$ cat src/hdl/sst_pkg.sv
// shared types and codes for the session slot table
`timescale 1ns / 1ps
package sst_pkg;

  localparam int SLOT_COUNT = 16;
  localparam int SLOT_W     = (SLOT_COUNT > 1) ? $clog2(SLOT_COUNT) : 1;

  localparam logic [31:0] TIMEOUT_RESET = 32'd1800;

  localparam logic [1:0] OP_OPEN  = 2'd0;
  localparam logic [1:0] OP_QUERY = 2'd1;
  localparam logic [1:0] OP_CLOSE = 2'd2;

  localparam logic [1:0] ST_OK        = 2'd0;
  localparam logic [1:0] ST_FULL      = 2'd1;
  localparam logic [1:0] ST_NOT_FOUND = 2'd2;
  localparam logic [1:0] ST_EXPIRED   = 2'd3;

  typedef struct packed {
    logic [1:0]  operation;
    logic [31:0] now_time;
    logic [30:0] session_key;
  } sst_in_t;

  typedef struct packed {
    logic [1:0]  status;
    logic [3:0]  slot_index;
    logic [30:0] granted_key;
  } sst_out_t;

endpackage

$ cat src/hdl/session_slot_table_with_timeout.sv
// session slot table with idle timeout, scanned one slot per cycle
// the scan visits one slot per cycle through one shared subtract-and-compare unit, from slot 0
// up to the deciding slot, and a new transaction is not accepted until the result strobe.
// busy is high from accept until the deciding slot; the result strobe lasts one cycle and
// the next transaction may be accepted during it. the receiver cannot stall.
// reset: all slots inactive, idle_timeout back to 1800, no clearing pass needed.
`timescale 1ns / 1ps
module session_slot_table_with_timeout
  import sst_pkg::*;
(
  input  logic     clk,
  input  logic     rst_n,
  input  logic     start,
  output logic     busy,
  input  sst_in_t  in_data,
  output logic     out_strobe,
  output sst_out_t out_data,
  input  logic     cfg_valid,
  output logic     cfg_ready,
  input  logic [31:0] cfg_wdata
);

  typedef enum logic {S_IDLE, S_SCAN} state_t;

  state_t                  state_r, state_nxt;
  logic [SLOT_W-1:0]       idx_r, idx_nxt;
  sst_in_t                 req_r, req_nxt;
  logic [31:0]             timeout_r, timeout_nxt;
  logic [SLOT_COUNT-1:0]   active_r, active_nxt;
  logic                    out_strobe_r, out_strobe_nxt;
  sst_out_t                out_data_r, out_data_nxt;

  logic [30:0] key_mem  [SLOT_COUNT];
  logic [31:0] time_mem [SLOT_COUNT];

  logic        cur_active;
  logic [30:0] cur_key;
  logic [31:0] cur_time;
  logic [31:0] idle_ticks;
  logic        expired;
  logic        last_slot;
  logic        mem_we;
  logic        key_we;
  logic [31:0] mem_time;
  logic [SLOT_W+3:0] idx_ext;

  assign busy       = (state_r == S_SCAN);
  assign cfg_ready  = (state_r == S_IDLE);
  assign out_strobe = out_strobe_r;
  assign out_data   = out_data_r;

  assign cur_active = active_r[idx_r];
  assign cur_key    = key_mem[idx_r];
  assign cur_time   = time_mem[idx_r];
  assign idle_ticks = req_r.now_time - cur_time;
  assign expired    = (idle_ticks >= timeout_r);
  assign last_slot  = (idx_r == SLOT_W'(SLOT_COUNT - 1));
  assign idx_ext    = {4'd0, idx_r};

  always_comb begin
    state_nxt      = state_r;
    idx_nxt        = idx_r;
    req_nxt        = req_r;
    timeout_nxt    = timeout_r;
    active_nxt     = active_r;
    out_strobe_nxt = 1'b0;
    out_data_nxt   = out_data_r;
    mem_we         = 1'b0;
    key_we         = 1'b0;
    mem_time       = req_r.now_time;

    case (state_r)
      S_IDLE: begin
        if (cfg_valid) begin
          timeout_nxt = cfg_wdata;
        end
        if (start) begin
          req_nxt   = in_data;
          idx_nxt   = '0;
          state_nxt = S_SCAN;
        end
      end
      S_SCAN: begin
        idx_nxt = idx_r + SLOT_W'(1);
        case (req_r.operation)
          OP_OPEN: begin
            if (!cur_active || expired) begin
              mem_we            = 1'b1;
              key_we            = 1'b1;
              active_nxt[idx_r] = 1'b1;
              out_strobe_nxt    = 1'b1;
              out_data_nxt      = '{ST_OK, idx_ext[3:0], req_r.session_key};
              state_nxt         = S_IDLE;
            end else if (last_slot) begin
              out_strobe_nxt = 1'b1;
              out_data_nxt   = '{ST_FULL, 4'd0, 31'd0};
              state_nxt      = S_IDLE;
            end
          end
          OP_QUERY, OP_CLOSE: begin
            if (cur_active && (cur_key == req_r.session_key)) begin
              out_strobe_nxt = 1'b1;
              state_nxt      = S_IDLE;
              if (expired) begin
                out_data_nxt = '{ST_EXPIRED, 4'd0, 31'd0};
              end else begin
                mem_we       = 1'b1;
                out_data_nxt = '{ST_OK, idx_ext[3:0], cur_key};
                if (req_r.operation == OP_CLOSE) begin
                  active_nxt[idx_r] = 1'b0;
                  mem_time          = 32'd0;
                end
              end
            end else if (last_slot) begin
              out_strobe_nxt = 1'b1;
              out_data_nxt   = '{ST_NOT_FOUND, 4'd0, 31'd0};
              state_nxt      = S_IDLE;
            end
          end
          default: begin
            out_strobe_nxt = 1'b1;
            out_data_nxt   = '{ST_NOT_FOUND, 4'd0, 31'd0};
            state_nxt      = S_IDLE;
          end
        endcase
      end
      default: begin
        state_nxt = S_IDLE;
      end
    endcase
  end

  always_ff @(posedge clk) begin
    if (!rst_n) begin
      state_r      <= S_IDLE;
      timeout_r    <= TIMEOUT_RESET;
      active_r     <= '0;
      out_strobe_r <= 1'b0;
    end else begin
      state_r      <= state_nxt;
      timeout_r    <= timeout_nxt;
      active_r     <= active_nxt;
      out_strobe_r <= out_strobe_nxt;
    end
    idx_r      <= idx_nxt;
    req_r      <= req_nxt;
    out_data_r <= out_data_nxt;
  end

  // slot payload store, no reset: inactive slots are never read for a decision
  always_ff @(posedge clk) begin
    if (mem_we) begin
      time_mem[idx_r] <= mem_time;
    end
    if (key_we) begin
      key_mem[idx_r] <= req_r.session_key;
    end
  end

endmodule

$ cat config.mk
export PLATFORM = sky130hd
export DESIGN_NAME = session_slot_table_with_timeout
export DESIGN_NICKNAME = d
export VERILOG_FILES = /design/src/hdl/sst_pkg.sv /design/src/hdl/session_slot_table_with_timeout.sv
export SDC_FILE = /design/constraint.sdc
export NUM_CORES = 1
export LEC_CHECK = 0
export BUFFER_PORTS_ARGS = -buffer_cell sky130_fd_sc_hd__clkbuf_2
export CAP_MARGIN = 20
export CORE_MARGIN = 5
export CORE_UTILIZATION = 25
export DETAILED_ROUTE_END_ITERATION = 8
export GPL_TIMING_DRIVEN = 0
export HOLD_SLACK_MARGIN = 0.15
export SETUP_SLACK_MARGIN = 0.1
export SYNTH_ARGS = -nofsm -noshare
export SYNTH_HDL_FRONTEND = slang
export SYNTH_SLANG_ARGS = --single-unit
$ cat constraint.sdc
create_clock -name clk -period 10.3 [get_ports clk]
set_input_delay 0 -clock clk [delete_from_list [all_inputs] [get_ports clk]]
set_output_delay 0 -clock clk [all_outputs]
set_load 0.1 [all_outputs]
* Yosys cells after proc, flatten, opt, wreduce, memory -nomap -nowiden *
Memories as Yosys holds them, arrays and structs flattened. A register that Yosys moved wholly into a read port is not among the register bits.
Index checks and enable logic that the tools add are counted.

operators by class
  multipliers = 0
  magnitude comparators = 3
  bitwise operators = 4
  divide/modulo/power cells = 0
  reductions and logical operators = 12
  mux-type cells = 45
  $add $sub $neg = 2
  eq/ne operators = 11
  shifts and indexed selects = 0

operators by type and width
  cell                                                number
  two-way mux 37 bit                                  5
  two-way mux 32 bit                                  5
  case mux 37 bit (2 select lines)                    1
  two-way mux 16 bit                                  4
  >= comparator 32 bit                                1
  case mux 16 bit (2 select lines)                    1
  subtractor 32 bit                                   1
  equality test 31 bit                                1
  two-way mux 1 bit                                   19
  bitwise AND 16 bit                                  1
  inverter 16 bit                                     1
  OR 16 bit                                           1
  two-way mux 4 bit                                   3
  inequality test 2 bit, second input constant        5
  case mux 1 bit (2 select lines)                     4
  case mux 4 bit (2 select lines)                     1
  inequality test 3 bit, second input constant        2
  AND reduction 2 bit                                 3
  AND reduction 6 bit                                 1
  < comparator 4 x 5 -> 1 bit, second input constant  1
  adder 4 x 1 -> 4 bit, second input constant         1
  binary-select mux 1 bit (select 4 bit)              1
  demux 1 bit (select 4 bit)                          1
  equality test 4 bit, second input constant          1
  other kinds (11)                                    12

word-level totals
  flip-flop bits (word level) = 156
  output and inout bits = 40
  input port bits = 101
  bits in writable memories = 1008
  memories kept = 2
  bits in latches = 0
  logic and storage cells = 90
  bits in read-only memories = 0

memory list
  name      depth  bits a word  read ports  clocked after Yosys merged registers in  write ports  RTL line                               RTL
  time_mem  16     32           1           1                                        1            session_slot_table_with_timeout.sv:34  logic [31:0] time_mem [SLOT_COUNT];
  key_mem   16     31           1           1                                        1            session_slot_table_with_timeout.sv:33  logic [30:0] key_mem [SLOT_COUNT];

* Longest topological paths before layout *
  depth after elaboration = 10
  gate-level depth with buffers = 34
  depth with buffers taken out = 24

* Least setup slack after synthesis *
OpenSTA, ideal clock, no wires.

  path type = flip-flop to flip-flop
  start point = register (tool-made name)
  end point = memory time_mem[15][0] (enable)
  cell stages (with the launch flop) = 33
  buffers on the path = 9
  setup slack = 0.698 ns
  arrival time = 9.161 ns
  path through = dfxtp_1 -> buf_2 -> buf_4 -> buf_4 -> buf_4 -> buf_2 -> buf_2 -> buf_2 -> buf_2 -> mux4_2 -> mux4_2 -> ha_1 -> inv_1 -> fa_1 -> a21oi_1 -> o211ai_1 -> a32oi_1 -> o311ai_0 -> a41oi_1 -> a31oi_1 -> a21o_1 -> a21oi_1 -> xnor2_1 -> ha_1 -> a21o_1 -> a21o_1 -> a21oi_1 -> o2111ai_1 -> a2111oi_0 -> nor2_1 -> o31a_1 -> buf_2 -> nor4_2

RTL lines
  what              RTL line
  end: declaration  session_slot_table_with_timeout.sv:34

==> impl_metrics.toml <==
[sta]
setup_viol = 0
fin_tns_setup_ps = 0
fin_crit_sh_pct = 95.7
tightest_slew_ps = 1140
final-max-slew-violation-count = 0
hold_viol_final = 0
layout_min_cycle_time_ps = 9860
worst_slew_margin_rel_pct = 23.7
finalClockSkew_ps = 20.5
crit_path_setup_slack_layout_ps = 442
rsz_0062_raised_after_global_routing = "false"
clock.fmax_mhz = 101

[critical_path]
worst-endpoint-arrival_ps = 10260
setup.worst_path.end_class = "flop"
cpPeakStageDelay_ps = 490
cp_max_fo = 19
cp_num_buf_inv = 12
path_class = "flop to flop"
critical_path.top_delay_family = "compound AO/OA/AOI/OAI gates"
startpoint_type = "flop"
worst-endpoint-required_ps = 10700
critical_path.slowest_cell = "sky130_fd_sc_hd__mux4_2"

[floorplan]
die_width_um = 447
overall_die_area_mm2 = 0.200
die_y_um = 447
total_number_of_placement_rows = 160
core_area_mm2 = 0.190
initial_core_util_pct = 25.1
num_io_pins = 141

[clock_network]
clock_latency_ps = 710
clk_pin_slew_worst_paths_ps = 70
clock_tree.root_cell = "sky130_fd_sc_hd__clkbuf_16"
cts_tree = "done"
ctsLongestPathBuffers = 3
clock-sinks = 1168
htree_levels = 3
cts_buf_count = 104

[layout]
final_layout_size_suffix_gt1_share_pct = 26.7
area_delta_synth_final_pct = 24.2
design.final.nets = 3236
final-instance-count-excl-fill = 5666

[yosys]
number_of_standard_cells_after_synthesis = 2484
synth_nets = 2657
synth_top_area_share_pct = 70.1
yosysSeqAreaShare_pct = 72.4
most_used_standard_cell_by_instance_count_after_synthesis = "sky130_fd_sc_hd__edfxtp_1"
synth_enable_flop_cells = 1114
post_synth_num_cell_types = 70
seq_cells_post_synth = 1168
post_synth_main_area_contributors = "sky130_fd_sc_hd__edfxtp_1 (70%), sky130_fd_sc_hd__mux4_2 (13%), sky130_fd_sc_hd__dfxtp_1 (2.3%)"
synth_largest_area_cell = "sky130_fd_sc_hd__edfxtp_1"
ys_top_cells_by_count = "sky130_fd_sc_hd__edfxtp_1 (1114), sky130_fd_sc_hd__mux4_2 (285), sky130_fd_sc_hd__nand2_1 (122)"
synth.cell_area_mm2 = 0.0477
synthArstFlopShare_pct = 0
most_used_flip_flop_cell_after_synthesis = "sky130_fd_sc_hd__edfxtp_1"
synth.avg_cell_area_um2 = 19.2
synth-warning-count = 0

[route]
drtIter0Drc = 2603
drt_pre_antenna_iters = 5
finalWirelength_um = 134000
detail-route-antenna-nets = 0
drt_drc_violations_left = 0
drt-vias-per-instance = 4.63
num_vias = 26200
route.detailed.wl_per_inst_um = 23.6

[global_route]
grt_max_degree = 27
total_routing_usage_gr_pct = 13.2
grt_pass1_wl_um = 190000
grt_pass1_vias = 26700
grt_overflow_total = 0
grt_antenna_before_repair = 7

[min_path]
min_path_type = "input pin to flop"
min_from = "cfg_wdata[29]"

[placement]
dp_cells = 5224
hpwlAfterDp_um = 93100
routabilityCongestion = 0.843
detailedPlace.worstSlack_ps = -3430
port-buffer-count = 140

[power_and_ir_drop]
fin_total_pwr_mw = 11.1
cellPowerDensity_mw_per_mm2 = 188
leakage_power_nw = 19.3
maximum_vdd_drop_uv = 134

[run_status]
run_status = "finished, final reports clean"

[flow_run]
count_of_max_cap_constraint_violations = 0
## final timing paths
| path | endpoint | slack, ps | cells after the start |
|---|---|---|---|
| worst max-delay path | time_mem[10][18]$_DFFE_PP_ | 440 | 33 |
| worst max register to register | time_mem[10][18]$_DFFE_PP_ | 440 | 33 |
| worst min-delay path | timeout_r[29]$_SDFFE_PN0P_ | 220 | 4 |
| worst min register to register | timeout_r[15]$_SDFFE_PN0P_ | 470 | 2 |
## cell usage in the layout, fill, tap and decap left out, types with 9 or more instances in the layout
| cell | instances |
|---|---|
| sky130_fd_sc_hd__a21boi_0 | 29 |
| sky130_fd_sc_hd__a21o_1 | 25 |
| sky130_fd_sc_hd__a21oi_1 | 62 |
| sky130_fd_sc_hd__a22o_1 | 24 |
| sky130_fd_sc_hd__a22oi_1 | 23 |
| sky130_fd_sc_hd__a32oi_1 | 11 |
| sky130_fd_sc_hd__and3_1 | 11 |
| sky130_fd_sc_hd__buf_1 | 13 |
| sky130_fd_sc_hd__buf_12 | 23 |
| sky130_fd_sc_hd__buf_2 | 22 |
| sky130_fd_sc_hd__buf_4 | 44 |
| sky130_fd_sc_hd__buf_6 | 48 |
| sky130_fd_sc_hd__buf_8 | 24 |
| sky130_fd_sc_hd__clkbuf_1 | 56 |
| sky130_fd_sc_hd__clkbuf_16 | 111 |
| sky130_fd_sc_hd__clkbuf_2 | 146 |
| sky130_fd_sc_hd__clkbuf_4 | 9 |
| sky130_fd_sc_hd__clkinv_1 | 26 |
| sky130_fd_sc_hd__clkinv_2 | 20 |
| sky130_fd_sc_hd__clkinvlp_4 | 10 |
| sky130_fd_sc_hd__dfxtp_1 | 54 |
| sky130_fd_sc_hd__dlygate4sd3_1 | 211 |
| sky130_fd_sc_hd__edfxtp_1 | 1114 |
| sky130_fd_sc_hd__ha_1 | 71 |
| sky130_fd_sc_hd__inv_1 | 84 |
| sky130_fd_sc_hd__mux2_2 | 9 |
| sky130_fd_sc_hd__mux2i_1 | 52 |
| sky130_fd_sc_hd__mux4_2 | 285 |
| sky130_fd_sc_hd__nand2_1 | 122 |
| sky130_fd_sc_hd__nand2b_1 | 12 |
| sky130_fd_sc_hd__nand3_1 | 16 |
| sky130_fd_sc_hd__nand4_1 | 13 |
| sky130_fd_sc_hd__nor2_1 | 51 |
| sky130_fd_sc_hd__nor2_4 | 16 |
| sky130_fd_sc_hd__nor2b_1 | 42 |
| sky130_fd_sc_hd__nor3_1 | 31 |
| sky130_fd_sc_hd__nor4_4 | 17 |
| sky130_fd_sc_hd__o21ai_0 | 20 |
| sky130_fd_sc_hd__xnor2_1 | 42 |
| sky130_fd_sc_hd__xor2_1 | 15 |
## cell type report
cell class	instances	area, um2
Clock inverter	67	515
Inverter	87	327
Sequential cell	1168	34500
Clock buffer	129	2900
Antenna cell	2	5.00
Timing Repair Buffer	476	4520
Multi-Input combinational cell	1108	12700
Buffer	118	656
Tap cell	2511	3140
Fill cell	18200	131000
## state kept, by name, summed over array words and instances, names as in the netlist, named ones only
register	flops
timeout_r	32
busy	1
out_data	37
time_mem	512
req_r	65
out_strobe	1
idx_r	4
key_mem	496
## timing repair
item,in CTS,in global routing
pin swaps,17,0
gates resized for setup,43,23
buffers inserted,33,0
endpoints found under the hold margin,168,0
hold buffers,211,0
setup endpoints to repair,1612,1370
## power by group
group | switching [mW] | internal [mW] | total, mW
registers | 0.0662 | 5.27 | 5.34
logic | 1.08 | 0.801 | 1.88
clock network | 1.76 | 2.17 | 3.93
total | 2.91 | 8.24 | 11.1
## cell families after synthesis
kind of cell    count (synthesis)  synth area share, %
simple gates                  370                 4.06
buf+inv                       208                 1.88
mux                           346                 14.8
fa+ha+maj                      72                 1.90
xor+xnor                       57                 1.05
compound gates                263                 3.99
flops                        1168                 72.4
## worst reg2reg max path, delay by kind of cell, from the launching register on
kind / cells / cell delay [ps]
DFF: 1 / 380
adders and majority gates: 2 / 440
xor gates and xnor gates: 1 / 170
AOI/OAI and AO/OA: 13 / 3570
and+or+nand+nor: 3 / 730
muxes: 2 / 870
buffers and inverters: 12 / 3370
## stage by stage
step | utilization, % | hold WS, ps | cell area (um2)
after global placement | 27.1 | 177 | 51600
after floorplan | - | 98.9 | 47700
after global routing | 31.2 | 247 | 59300
after CTS | 31.2 | 220 | 59200
final | 31.2 | 219 | 59300
after detailed placement | 28.0 | 179 | 53200
## metal layers
layer  up-vias  GRT usage [%]  share of wire [%]
li1      11300              -                  -
met1     13800           17.3                 41
met2      1006           22.1                 49
met3       197           3.04                7.6
met4         0           3.24                2.2
met5         -              0                  0
(Power assumes the default switching activity.)
